**config.mk**
```make
export PLATFORM = sky130hd
export DESIGN_NAME = bounded_stack_with_indexed_removal_core
export DESIGN_NICKNAME = d
export VERILOG_FILES = /design/src/rtl/bsir_pkg.sv /design/src/rtl/bsir_cell.sv /design/src/rtl/bounded_stack_with_indexed_removal_core.sv
export VERILOG_INCLUDE_DIRS = /design/src /design/src/rtl
export SDC_FILE = /design/constraint.sdc
export NUM_CORES = 1
export LEC_CHECK = 0
export ABC_AREA = 1
export BUFFER_PORTS_ARGS = -buffer_cell sky130_fd_sc_hd__buf_4
export CORE_AREA = 2 2 335 337
export DETAILED_ROUTE_END_ITERATION = 12
export DIE_AREA = 0 0 337 339
export HOLD_SLACK_MARGIN = 0.02
export PLACE_DENSITY_LB_ADDON = 0.15
export SKIP_CTS_REPAIR_TIMING = 1
export SLEW_MARGIN = 20
export SYNTH_ARGS = -nofsm -noshare
export SYNTH_HDL_FRONTEND = slang
export SYNTH_SLANG_ARGS = --single-unit
export TNS_END_PERCENT = 10
```
**constraint.sdc**
```tcl
create_clock -name clk -period 6.3 [get_ports clk]
set_input_delay 0.945 -clock clk [delete_from_list [all_inputs] [get_ports clk]]
set_output_delay 0.945 -clock clk [all_outputs]
set_load 0.01 [all_outputs]
```
**src/rtl/assert_macros.svh**
```systemverilog
// Assertion macros shared by the stack RTL.
// Expects signals named clk and rst_n in the scope of each use.
`ifndef ASSERT_MACROS_SVH
`define ASSERT_MACROS_SVH

// Checked on every rising edge while the block is out of reset.
`define BSIR_ASSERT(lbl, prop, msg) \
  lbl: assert property (@(posedge clk) disable iff (!rst_n) prop) \
    else $error(msg);

// Checked on every rising edge, reset included.
`define BSIR_ASSERT_ALWAYS(lbl, prop, msg) \
  lbl: assert property (@(posedge clk) prop) \
    else $error(msg);

`endif

```
**src/rtl/bsir_pkg.sv**
```systemverilog
// Package for the bounded stack: command, status and state codes, field widths
// and the per-cell control bundle. No dependencies.
package bsir_pkg;

  localparam int CMD_W  = 3;
  localparam int WORD_W = 32;
  localparam int POS_W  = 6;
  localparam int STAT_W = 2;
  localparam int SLOT_W = 4;
  localparam int OCC_W  = 5;
  localparam int CAP_W  = 5;

  localparam logic [CAP_W-1:0] CAP_RESET = 5'd16;

  typedef enum logic [CMD_W-1:0] {
    CMD_PUSH      = 3'd0,
    CMD_POP       = 3'd1,
    CMD_LIST      = 3'd2,
    CMD_FIRST     = 3'd3,
    CMD_COUNT     = 3'd4,
    CMD_REMOVE_AT = 3'd5
  } cmd_t;

  typedef enum logic [STAT_W-1:0] {
    STAT_OK      = 2'd0,
    STAT_FULL    = 2'd1,
    STAT_EMPTY   = 2'd2,
    STAT_BAD_POS = 2'd3
  } status_t;

  typedef enum logic {
    ST_IDLE = 1'b0,
    ST_LIST = 1'b1
  } state_t;

  typedef struct packed {
    logic load;
    logic shift;
    logic rd_hit;
  } cell_ctrl_t;

endpackage

```
**src/rtl/bsir_cell.sv**
```systemverilog
// One storage cell of the stack chain: holds one entry, loads on push,
// takes its upper neighbor's entry on removal and drives the read chain.
// Depends on bsir_pkg.
module bsir_cell
  import bsir_pkg::*;
#(
  parameter int DATA_WIDTH = 32
) (
  input  logic                  clk,
  input  cell_ctrl_t            ctrl,
  input  logic [DATA_WIDTH-1:0] wr_data,
  input  logic [DATA_WIDTH-1:0] up_data,
  input  logic [DATA_WIDTH-1:0] rd_in,
  output logic [DATA_WIDTH-1:0] data_q,
  output logic [DATA_WIDTH-1:0] rd_out
);

  logic [DATA_WIDTH-1:0] data_r;
  logic [DATA_WIDTH-1:0] data_nxt;

  always_comb begin
    data_nxt = data_r;
    if (ctrl.load) begin
      data_nxt = wr_data;
    end else if (ctrl.shift) begin
      data_nxt = up_data;
    end
  end

  always_ff @(posedge clk) begin
    data_r <= data_nxt;
  end

  assign data_q = data_r;
  assign rd_out = rd_in | (ctrl.rd_hit ? data_r : '0);

endmodule

```
**src/rtl/bounded_stack_with_indexed_removal_core.sv**
```systemverilog
// Top level of the bounded stack with indexed removal.
// Depends on bsir_pkg, bsir_cell and assert_macros.svh.
//
// Usage:
// A command is taken at a rising edge where start is high and busy is low.
// in_command selects push, pop, list, first, count or remove_at; push stores
// in_entry_data, remove_at uses in_position. Each result is shown for one
// cycle with out_strobe high; the receiver cannot stall and must take it.
// Push, pop, first, count and remove_at give one result in the cycle after
// the command is taken, and a new command may be taken in every cycle.
// List on a non-empty stack raises busy while it reads out the held entries;
// its results, registered after the list state, appear in consecutive cycles,
// bottom entry first, out_last on the top entry. An empty list gives
// one result with status empty in the cycle after the command.
// The entries sit in a chain of cells; removal shifts all cells above the
// position down in the same cycle, so the list length alone sets busy time.
// The capacity register is written over cfg_valid/cfg_ready while no list is
// running. Synchronous reset empties the stack and sets the capacity to 16;
// stored words are not cleared and are only read after being pushed.
module bounded_stack_with_indexed_removal_core
  import bsir_pkg::*;
#(
  parameter int DEPTH      = 16,
  parameter int DATA_WIDTH = 32
) (
  input  logic              clk,
  input  logic              rst_n,
  input  logic              start,
  output logic              busy,
  input  logic [CMD_W-1:0]  in_command,
  input  logic [WORD_W-1:0] in_entry_data,
  input  logic [POS_W-1:0]  in_position,
  output logic              out_strobe,
  output logic [STAT_W-1:0] out_status,
  output logic [WORD_W-1:0] out_data_out,
  output logic [SLOT_W-1:0] out_slot_index,
  output logic [OCC_W-1:0]  out_occupancy,
  output logic              out_last,
  input  logic              cfg_valid,
  output logic              cfg_ready,
  input  logic [CAP_W-1:0]  cfg_data
);

  `include "assert_macros.svh"

  localparam int AW   = (DEPTH > 1) ? $clog2(DEPTH) : 1;
  localparam int CW   = $clog2(DEPTH + 1);
  localparam int CMPW = (CW > POS_W) ? CW + 1 : POS_W + 1;
  localparam int XW   = (DATA_WIDTH > WORD_W) ? DATA_WIDTH : WORD_W;

  state_t                state_r, state_nxt;
  logic [AW-1:0]         list_idx_r, list_idx_nxt;
  logic [CW-1:0]         fill_r, fill_nxt;
  logic [CAP_W-1:0]      capacity_r;

  logic                  out_strobe_r, out_strobe_nxt;
  status_t               out_status_r, out_status_nxt;
  logic [WORD_W-1:0]     out_data_r, out_data_nxt;
  logic [SLOT_W-1:0]     out_slot_r, out_slot_nxt;
  logic [OCC_W-1:0]      out_occ_r, out_occ_nxt;
  logic                  out_last_r, out_last_nxt;

  logic                  accept;
  cmd_t                  cmd;
  logic                  empty;
  logic                  can_push;
  logic                  pos_ok;
  logic                  list_last;
  logic [CMPW-1:0]       cap_eff;
  logic [CMPW-1:0]       rd_addr;
  logic [XW-1:0]         in_ext;
  logic [XW-1:0]         rd_ext;
  logic [DATA_WIDTH-1:0] wr_data;
  logic [DATA_WIDTH-1:0] rd_data;

  cell_ctrl_t            ctrl [DEPTH];
  logic [DATA_WIDTH-1:0] cell_q [DEPTH];
  logic [DATA_WIDTH-1:0] rd_chain [DEPTH+1];

  assign busy      = (state_r == ST_LIST);
  assign cfg_ready = !busy;
  assign accept    = start && !busy;
  assign cmd       = cmd_t'(in_command);
  assign empty     = (fill_r == '0);

  assign cap_eff   = (CMPW'(capacity_r) < CMPW'(DEPTH)) ? CMPW'(capacity_r) : CMPW'(DEPTH);
  assign can_push  = (CMPW'(fill_r) < cap_eff);
  assign pos_ok    = (CMPW'(in_position) < CMPW'(fill_r));
  assign list_last = ((CMPW'(list_idx_r) + CMPW'(1)) == CMPW'(fill_r));

  assign in_ext  = XW'(in_entry_data);
  assign wr_data = in_ext[DATA_WIDTH-1:0];
  assign rd_data = rd_chain[0];
  assign rd_ext  = XW'(rd_data);

  always_comb begin
    rd_addr = CMPW'(in_position);
    if (state_r == ST_LIST) begin
      rd_addr = CMPW'(list_idx_r);
    end else begin
      case (cmd)
        CMD_POP:   rd_addr = CMPW'(fill_r) - CMPW'(1);
        CMD_FIRST: rd_addr = '0;
        default:   rd_addr = CMPW'(in_position);
      endcase
    end
  end

  assign rd_chain[DEPTH] = '0;

  for (genvar i = 0; i < DEPTH; i++) begin : g_cell
    logic [DATA_WIDTH-1:0] up_data;

    if (i == DEPTH - 1) begin : g_top
      assign up_data = cell_q[i];
    end else begin : g_mid
      assign up_data = cell_q[i+1];
    end

    assign ctrl[i].load   = accept && (cmd == CMD_PUSH) && can_push &&
                            (CMPW'(fill_r) == CMPW'(i));
    assign ctrl[i].shift  = accept && (cmd == CMD_REMOVE_AT) && pos_ok &&
                            (CMPW'(i) >= CMPW'(in_position));
    assign ctrl[i].rd_hit = (rd_addr == CMPW'(i));

    bsir_cell #(
      .DATA_WIDTH(DATA_WIDTH)
    ) u_cell (
      .clk    (clk),
      .ctrl   (ctrl[i]),
      .wr_data(wr_data),
      .up_data(up_data),
      .rd_in  (rd_chain[i+1]),
      .data_q (cell_q[i]),
      .rd_out (rd_chain[i])
    );
  end

  always_comb begin
    fill_nxt = fill_r;
    if (accept) begin
      unique case (cmd)
        CMD_PUSH: begin
          if (can_push) begin
            fill_nxt = fill_r + CW'(1);
          end
        end
        CMD_POP: begin
          if (!empty) begin
            fill_nxt = fill_r - CW'(1);
          end
        end
        CMD_REMOVE_AT: begin
          if (pos_ok) begin
            fill_nxt = fill_r - CW'(1);
          end
        end
        default: fill_nxt = fill_r;
      endcase
    end
  end

  always_comb begin
    state_nxt    = state_r;
    list_idx_nxt = list_idx_r;
    unique case (state_r)
      ST_IDLE: begin
        list_idx_nxt = '0;
        if (accept && (cmd == CMD_LIST) && !empty) begin
          state_nxt = ST_LIST;
        end
      end
      ST_LIST: begin
        list_idx_nxt = list_idx_r + AW'(1);
        if (list_last) begin
          state_nxt = ST_IDLE;
        end
      end
      default: state_nxt = ST_IDLE;
    endcase
  end

  always_comb begin
    out_strobe_nxt = 1'b0;
    out_status_nxt = STAT_OK;
    out_data_nxt   = '0;
    out_slot_nxt   = '0;
    out_occ_nxt    = OCC_W'(fill_nxt);
    out_last_nxt   = 1'b1;
    if (state_r == ST_LIST) begin
      out_strobe_nxt = 1'b1;
      out_data_nxt   = rd_ext[WORD_W-1:0];
      out_slot_nxt   = SLOT_W'(list_idx_r);
      out_last_nxt   = list_last;
    end else if (accept) begin
      out_strobe_nxt = 1'b1;
      unique case (cmd)
        CMD_PUSH: begin
          if (can_push) begin
            out_slot_nxt = SLOT_W'(fill_r);
          end else begin
            out_status_nxt = STAT_FULL;
          end
        end
        CMD_POP: begin
          if (empty) begin
            out_status_nxt = STAT_EMPTY;
          end else begin
            out_data_nxt = rd_ext[WORD_W-1:0];
            out_slot_nxt = SLOT_W'(fill_nxt);
          end
        end
        CMD_LIST: begin
          if (empty) begin
            out_status_nxt = STAT_EMPTY;
          end else begin
            out_strobe_nxt = 1'b0;
          end
        end
        CMD_FIRST: begin
          if (empty) begin
            out_status_nxt = STAT_EMPTY;
          end else begin
            out_data_nxt = rd_ext[WORD_W-1:0];
          end
        end
        CMD_COUNT: begin
          out_status_nxt = STAT_OK;
        end
        CMD_REMOVE_AT: begin
          if (pos_ok) begin
            out_data_nxt = rd_ext[WORD_W-1:0];
            out_slot_nxt = SLOT_W'(in_position);
          end else begin
            out_status_nxt = STAT_BAD_POS;
          end
        end
        default: out_strobe_nxt = 1'b0;
      endcase
    end
  end

  always_ff @(posedge clk) begin
    if (!rst_n) begin
      state_r      <= ST_IDLE;
      list_idx_r   <= '0;
      fill_r       <= '0;
      capacity_r   <= CAP_RESET;
      out_strobe_r <= 1'b0;
    end else begin
      state_r      <= state_nxt;
      list_idx_r   <= list_idx_nxt;
      fill_r       <= fill_nxt;
      out_strobe_r <= out_strobe_nxt;
      if (cfg_valid && cfg_ready) begin
        capacity_r <= cfg_data;
      end
    end
  end

  always_ff @(posedge clk) begin
    out_status_r <= out_status_nxt;
    out_data_r   <= out_data_nxt;
    out_slot_r   <= out_slot_nxt;
    out_occ_r    <= out_occ_nxt;
    out_last_r   <= out_last_nxt;
  end

  assign out_strobe     = out_strobe_r;
  assign out_status     = out_status_r;
  assign out_data_out   = out_data_r;
  assign out_slot_index = out_slot_r;
  assign out_occupancy  = out_occ_r;
  assign out_last       = out_last_r;

  `BSIR_ASSERT_ALWAYS(a_reset_empties, !rst_n |=> (state_r == ST_IDLE) && (fill_r == '0), "Reset did not empty the stack.")
  `BSIR_ASSERT(a_fill_bound, CMPW'(fill_r) <= CMPW'(DEPTH), "Fill count exceeds the stack depth.")
  `BSIR_ASSERT(a_list_idx_range, (state_r == ST_LIST) |-> (CMPW'(list_idx_r) < CMPW'(fill_r)), "List index is beyond the held entries.")
  `BSIR_ASSERT(a_list_emits, (state_r == ST_LIST) |=> out_strobe_r, "A list cycle gave no result.")
  `BSIR_ASSERT(a_push_effect, (accept && (cmd == CMD_PUSH)) |=> out_strobe_r && (((out_status_r == STAT_OK) && (fill_r == $past(fill_r) + 1'b1)) || ((out_status_r == STAT_FULL) && (fill_r == $past(fill_r)))), "Push transaction result disagrees with the fill count.")

endmodule

```
==> flow_metrics.py, run 1 <==
metrics = {
    "run_status": {
        "outcome": "completed",
    },
    "synth": {
        "seq_area_frac_synth": 0.602,
        "synth-seq-cells": 572,
        "syn_avg_cell_area_um2": 8.86,
        "netlist_top_cells_area": "edfxtp_1 56%, nand2_1 19%, o21ai_0 8.6%",
        "async_flop_share": 0,
        "syn_area_mm2": 0.0275,
        "synth_cell_type_count": 38,
        "synthCells": 3107,
        "synthesis.nets": 3173,
        "netlist.area_leader.share": 0.559,
        "ys.flop_type": "edfxtp_1",
        "synth_area_leader_cell": "edfxtp_1",
        "synth_edf_count": 512,
        "ys_warn_count": 0,
    },
    "drt": {
        "viasPerCell": 4.58,
        "routed_wl_um": 102000,
        "drtIter0Drc": 1611,
        "drc": 0,
        "firstDrtPassIters": 5,
        "ant_nets": 0,
        "vias": 21500,
        "wire_per_inst_um": 21.8,
    },
    "pwr": {
        "switching_share": 0.235,
        "p_per_area_mw_per_mm2": 273,
        "power.total_mw": 8.74,
        "ir_drop_v": 0.000146,
        "p_switching_mw": 2.06,
        "seqPwrFrac": 0.472,
        "power_frac_comb": 0.049,
        "cellLeakagePower_nw": 13.3,
        "power.share.clock": 0.479,
        "internal_power_mw": 6.68,
    },
    "clock_network": {
        "clk_latency_ns": 0.62,
        "clk_pin_slew_ns": 0.05,
        "cts_max_path_buffers": 3,
        "clock-sinks": 572,
        "root_buffer": "clkbuf_16",
        "htree_levels": 3,
        "cts_buffers": 73,
        "cts_tree": "yes",
    },
    "sta": {
        "finalSetupTns_ns": 0,
        "setup_violations": 0,
        "fin_crit_sh": 0.643,
        "rsz0062_at_grt": "false",
        "fin_crit_ns": 4.05,
        "skew_ns": 0.0253,
        "maxSlewViolCount": 0,
        "hold_violations": 0,
        "whs_ns": 0.480,
        "fmax_ghz": 0.247,
        "tightest_slew_ns": 1.07,
        "slew_headroom": 0.286,
    },
    "worst_setup_path": {
        "cp_common_cell": "nand2_2",
        "crit_arrival_ns": 4.40,
        "max_stage_delay_ns": 0.86,
        "crit_path_start_kind": "flip-flop",
        "cp_max_fo": 65,
        "cp_top_family": "simple AND/OR/NAND/NOR gates",
        "cp_slowest_cell": "nand3_2",
        "path_buf_inv": 2,
        "worstPathCellList": "ha_1 -> a21oi_1 -> o21a_1 -> nand2_2 -> nor2_4 -> nand2_2 -> nor2_2 -> nand2_2 -> buf_4 -> nand3_2 -> buf_4",
        "critPathCaptureType": "flip-flop",
        "crit_required_ns": 6.64,
        "crit_type": "reg2reg",
    },
    "cells_and_area": {
        "drive_above_1_share": 0.102,
        "nNetsFinal": 3204,
        "syn_to_final_growth_pct": 16.3,
        "layout.cells.non_filler": 4686,
        "layout_commonest_cell": "nand2_1",
        "final_cell_mix": "1390 x nand2_1, 512 x edfxtp_1, 469 x o21ai_0",
        "fin_area_mm2": 0.0320,
    },
    "grt": {
        "antenna_found_initial": 1,
        "grt_pass1_vias": 21100,
        "grt_pass1_wl_um": 148000,
        "grt_overflow": 0,
        "track_usage": 0.177,
        "grt_max_degree": 66,
    },
    "placed_design": {
        "port_buffers": 96,
        "dpl-instance-area_mm2": 0.0297,
        "hpwl_um": 62100,
        "gp_congestion": 0.817,
        "dp.cells": 4551,
    },
    "die": {
        "dieHeight_um": 339,
        "core_mm2": 0.110,
        "initial_core_util": 0.249,
        "placementRows": 122,
        "num_io_pins": 97,
        "dieArea_mm2": 0.114,
        "die_w_um": 337,
    },
    "min_path": {
        "hold_path.class": "reg2reg",
    },
    "job": {
        "cap_violations": 0,
    },
}
[worst reg2reg max path, stage by stage (launching register included)]
cell and delay, ns:
dfxtp_1 0.69, ha_1 0.26, a21oi_1 0.07, o21a_1 0.18
nand2_2 0.14, nor2_4 0.07, nand2_2 0.17, nor2_2 0.11
nand2_2 0.06, buf_4 0.63, nand3_2 0.88, buf_4 0.52
[cell usage after synthesis, types with 4 or more instances]
| cell | instances |
|---|---|
| xor2_1 | 5 |
| nor2_2 | 9 |
| nand2_1 | 1409 |
| buf_2 | 63 |
| ha_1 | 16 |
| nand3_1 | 25 |
| edfxtp_1 | 512 |
| nand4_1 | 4 |
| nor2_1 | 231 |
| nor2_4 | 14 |
| inv_2 | 7 |
| clkbuf_1 | 88 |
| o21ai_0 | 472 |
| o21ai_1 | 25 |
| nand3_4 | 5 |
| dfxtp_1 | 60 |
| nand2_2 | 6 |
| a21oi_1 | 12 |
| a22oi_1 | 4 |
| o211ai_1 | 10 |
| inv_1 | 71 |
| buf_4 | 36 |
[logic make-up (layout without fill, tap and decap cells)]
group,Yosys count,after routing,synth area share
adder cells (fa/ha/maj),16,16,0.00728
AO/OA/AOI/OAI,534,534,0.0998
XOR/XNOR,5,5,0.00159
buffers and inverters,270,360,0.0452
AND/OR/NAND/NOR,1710,1710,0.244
other,0,1,0
flip-flops,572,572,0.602
[worst paths after layout]
path | start | endpoint | slack [ns] | cells after the start
worst min-delay path | capacity_r[3]$_SDFFE_PN0P_ | capacity_r[3]$_SDFFE_PN0P_ | 0.48 | 2
worst max register to register | fill_r[2]$_SDFF_PN0_ | g_cell[9].u_cell.data_q[10]$_DFFE_PP_ | 2.25 | 11
worst min register to register | capacity_r[3]$_SDFFE_PN0P_ | capacity_r[3]$_SDFFE_PN0P_ | 0.48 | 2
worst max-delay path | fill_r[2]$_SDFF_PN0_ | g_cell[9].u_cell.data_q[10]$_DFFE_PP_ | 2.25 | 11
[registers in the layout, summed over array words and instances, names as in the netlist]
signal	flops
out_strobe	1
g_cell.u_cell.data_q	512
list_idx_r	4
fill_r	5
capacity_r	5
out_status	2
out_slot_index	4
out_occupancy	5
busy	1
out_last	1
out_data_out	32
[area by class of cell]
class / count / area, um^2
fillers: 11800 / 78400
flip-flops and latches: 572 / 16600
multi-input cells: 2265 / 9810
clock buffers: 100 / 2070
repair buffers: 147 / 1100
well taps: 1488 / 1860
inverters: 79 / 299
clock inverters: 34 / 270
diodes: 1 / 2.50
[layer usage]
layer / GRT usage / share of wire / wire [um] / vias up
met5: 0 / 0 / 0 / -
met4: 0.0407 / 0.016 / 1660 / 0
met3: 0.0219 / 0.046 / 4740 / 104
met2: 0.289 / 0.47 / 47800 / 546
met1: 0.248 / 0.47 / 48000 / 10500
li1: - / - / - / 10400
[stage by stage]
step	worst slack [ns]	utilization
floorplan	1.31	-
global placement	2.08	0.269
detailed placement	2.08	0.269
CTS	2.21	0.290
global route	1.98	0.290
finish	2.25	0.290
[power by group through the flow]
stage / logic [mW] / clock network, mW / registers (mW)
after floorplan: 0.250 / 0 / 4.20
after global placement: 0.439 / 0 / 4.20
after detailed placement: 0.435 / 0 / 4.20
after CTS: 0.436 / 4.29 / 4.12
after global routing: 0.480 / 4.44 / 4.12
final: 0.429 / 4.19 / 4.12
No activity file was read; power rests on OpenSTA's default activity.
==> run 2: changes to the inputs <==
clock period = 3.7 ns   (was 6.3 ns; I/O delays follow)
==> run 2 against run 1 <==
Sequential share of layout area fell by 0.89 points; final cell count grew 0.83%; non-clock buffer count rose by 43; first-iteration DRC count rose by 4.1%; global-route usage about the same; critical path type unchanged; largest power group is now registers.
==> flow_metrics.py, run 2 (synthesis results as in run 1) <==
metrics = {
    "min_path": {
        "min_path_cells": 1,
        "hold_path.class": "in2reg",
    },
    "die": {
        "core_mm2": 0.110,
        "num_io_pins": 97,
        "dieHeight_um": 339,
        "initial_core_util": 0.249,
        "placementRows": 122,
        "die_w_um": 337,
        "dieArea_mm2": 0.114,
    },
    "cells_and_area": {
        "antenna_cells": 0,
        "fin_util": 0.295,
        "final_cell_mix": "1390 x nand2_1, 512 x edfxtp_1, 469 x o21ai_0",
        "drive_above_1_share": 0.112,
        "syn_to_final_growth_pct": 18.3,
        "largest_reg_flops": 512,
        "nNetsFinal": 3247,
        "layout_commonest_cell": "nand2_1",
    },
    "clock_network": {
        "cts_max_path_buffers": 3,
        "cts_buffers": 73,
        "cts_tree": "yes",
        "clk_latency_ns": 0.64,
        "clk_pin_slew_ns": 0.06,
        "root_buffer": "clkbuf_16",
        "clock-sinks": 572,
        "htree_levels": 3,
    },
    "pwr": {
        "power.total_mw": 14.7,
        "p_per_area_mw_per_mm2": 451,
        "internal_power_mw": 11.2,
        "switching_share": 0.238,
        "p_switching_mw": 3.50,
        "cellLeakagePower_nw": 13.6,
        "seqPwrFrac": 0.477,
        "ir_drop_v": 0.000295,
        "power.share.clock": 0.471,
        "power_frac_comb": 0.052,
    },
    "worst_setup_path": {
        "crit_path_start_kind": "flip-flop",
        "path_buf_inv": 3,
        "crit_required_ns": 3.96,
        "crit_type": "reg2reg",
        "cp_common_cell": "nor2_1",
        "worstPathCellList": "inv_4 -> ha_1 -> a21o_1 -> a21oi_1 -> nand3_1 -> nor2_1 -> nand2_1 -> nor2_1 -> inv_1 -> nand3_2 -> buf_4",
        "max_stage_delay_ns": 0.71,
        "critPathCaptureType": "flip-flop",
        "cp_top_family": "simple AND/OR/NAND/NOR gates",
        "r2r_cells": 11,
        "cp_slowest_cell": "dfxtp_1",
        "crit_arrival_ns": 3.53,
        "cp_max_fo": 19,
        "cp.depth": 11,
    },
    "grt": {
        "grt_pass1_wl_um": 148000,
        "grt_overflow": 0,
        "grt_pass1_vias": 21300,
        "track_usage": 0.176,
        "grt_max_degree": 65,
        "antenna_found_initial": 0,
    },
    "drt": {
        "ant_nets": 0,
        "drc": 0,
        "viasPerCell": 4.54,
        "firstDrtPassIters": 5,
        "wire_per_inst_um": 21.3,
        "routed_wl_um": 101000,
        "vias": 21400,
        "drtIter0Drc": 1677,
    },
    "sta": {
        "whs_ns": 0.0997,
        "fin_crit_sh": 0.884,
        "setup_ws_ns": 0.428,
        "maxSlewViolCount": 0,
        "hold_violations": 0,
        "slew_headroom": 0.466,
        "tightest_slew_ns": 0.802,
        "fmax_ghz": 0.306,
        "setup_violations": 0,
        "fin_crit_ns": 3.27,
        "rsz0062_at_grt": "false",
        "skew_ns": 0.0236,
    },
    "placed_design": {
        "hpwl_um": 65800,
        "gp_congestion": 0.825,
        "place_ws_ns": 0.490,
        "port_buffers": 96,
    },
    "job": {
        "cap_violations": 0,
    },
    "run_status": {
        "outcome": "completed",
    },
}
[run 2: changes by cell type in the layout (fill, tap and decap cells not counted), sizes merged]
| cell | delta |
|---|---|
| clkinvlp | -2 |
| clkinv | -3 |
| bufinv | -1 |
| diode | -1 |
| inv | -1 |
| buf | +43 |
| clkbuf | +4 |
[run 2: worst register-to-register path, delay by kind of cell (launching register included)]
| family | cells | cell delay, ns |
|---|---|---|
| flops | 1 | 0.71 |
| fa+ha+maj | 1 | 0.21 |
| simple gates | 5 | 0.90 |
| compound gates | 2 | 0.31 |
| buf+inv | 3 | 0.74 |
[run 2: layer usage]
metal  global-route usage  vias to the layer above  part of all wire
met2                0.293                      496              0.47
met5                    0                        -                 0
met4               0.0390                        0             0.016
met3               0.0207                      106             0.042
li1                     -                    10400                 -
met1                0.246                    10400              0.47
[run 2: worst paths after layout]
path                            slack, ns                  startpoint                                    end
worst max-delay path                 0.43        fill_r[2]$_SDFF_PN0_  g_cell[9].u_cell.data_q[15]$_DFFE_PP_
worst min-delay path                  0.1            in_entry_data[7]  g_cell[15].u_cell.data_q[7]$_DFFE_PP_
worst max register to register       0.43        fill_r[2]$_SDFF_PN0_  g_cell[9].u_cell.data_q[15]$_DFFE_PP_
worst min register to register       0.48  capacity_r[1]$_SDFFE_PN0P_             capacity_r[1]$_SDFFE_PN0P_
[run 2: final cells by class]
type,instances,area [um^2]
Clock buffer,104,2000
Clock inverter,27,243
Fill cell,11800,77800
Inverter,79,299
Multi-Input combinational cell,2265,9820
Sequential cell,572,16600
Tap cell,1488,1860
Timing Repair Buffer,190,1750
[run 2: power by group through the flow]
stage / clock [mW] / combinational, mW / sequential [mW]
after global routing: 7.34 / 0.851 / 7.01
final: 6.92 / 0.763 / 7.01
after floorplan: 0 / 0.426 / 7.15
after global placement: 0 / 0.782 / 7.14
after CTS: 7.12 / 0.778 / 7.01
after detailed placement: 0 / 0.775 / 7.14
[run 2: metrics by stage]
stage / TNS, ns / instances / cell area, um^2
finish: 0 / 4725 / 32600
floorplan: -15.24 / 3107 / 27500
CTS: 0 / 4725 / 32600
detailed placement: 0 / 4594 / 30300
global route: 0 / 4725 / 32600
global placement: 0 / 4594 / 30300
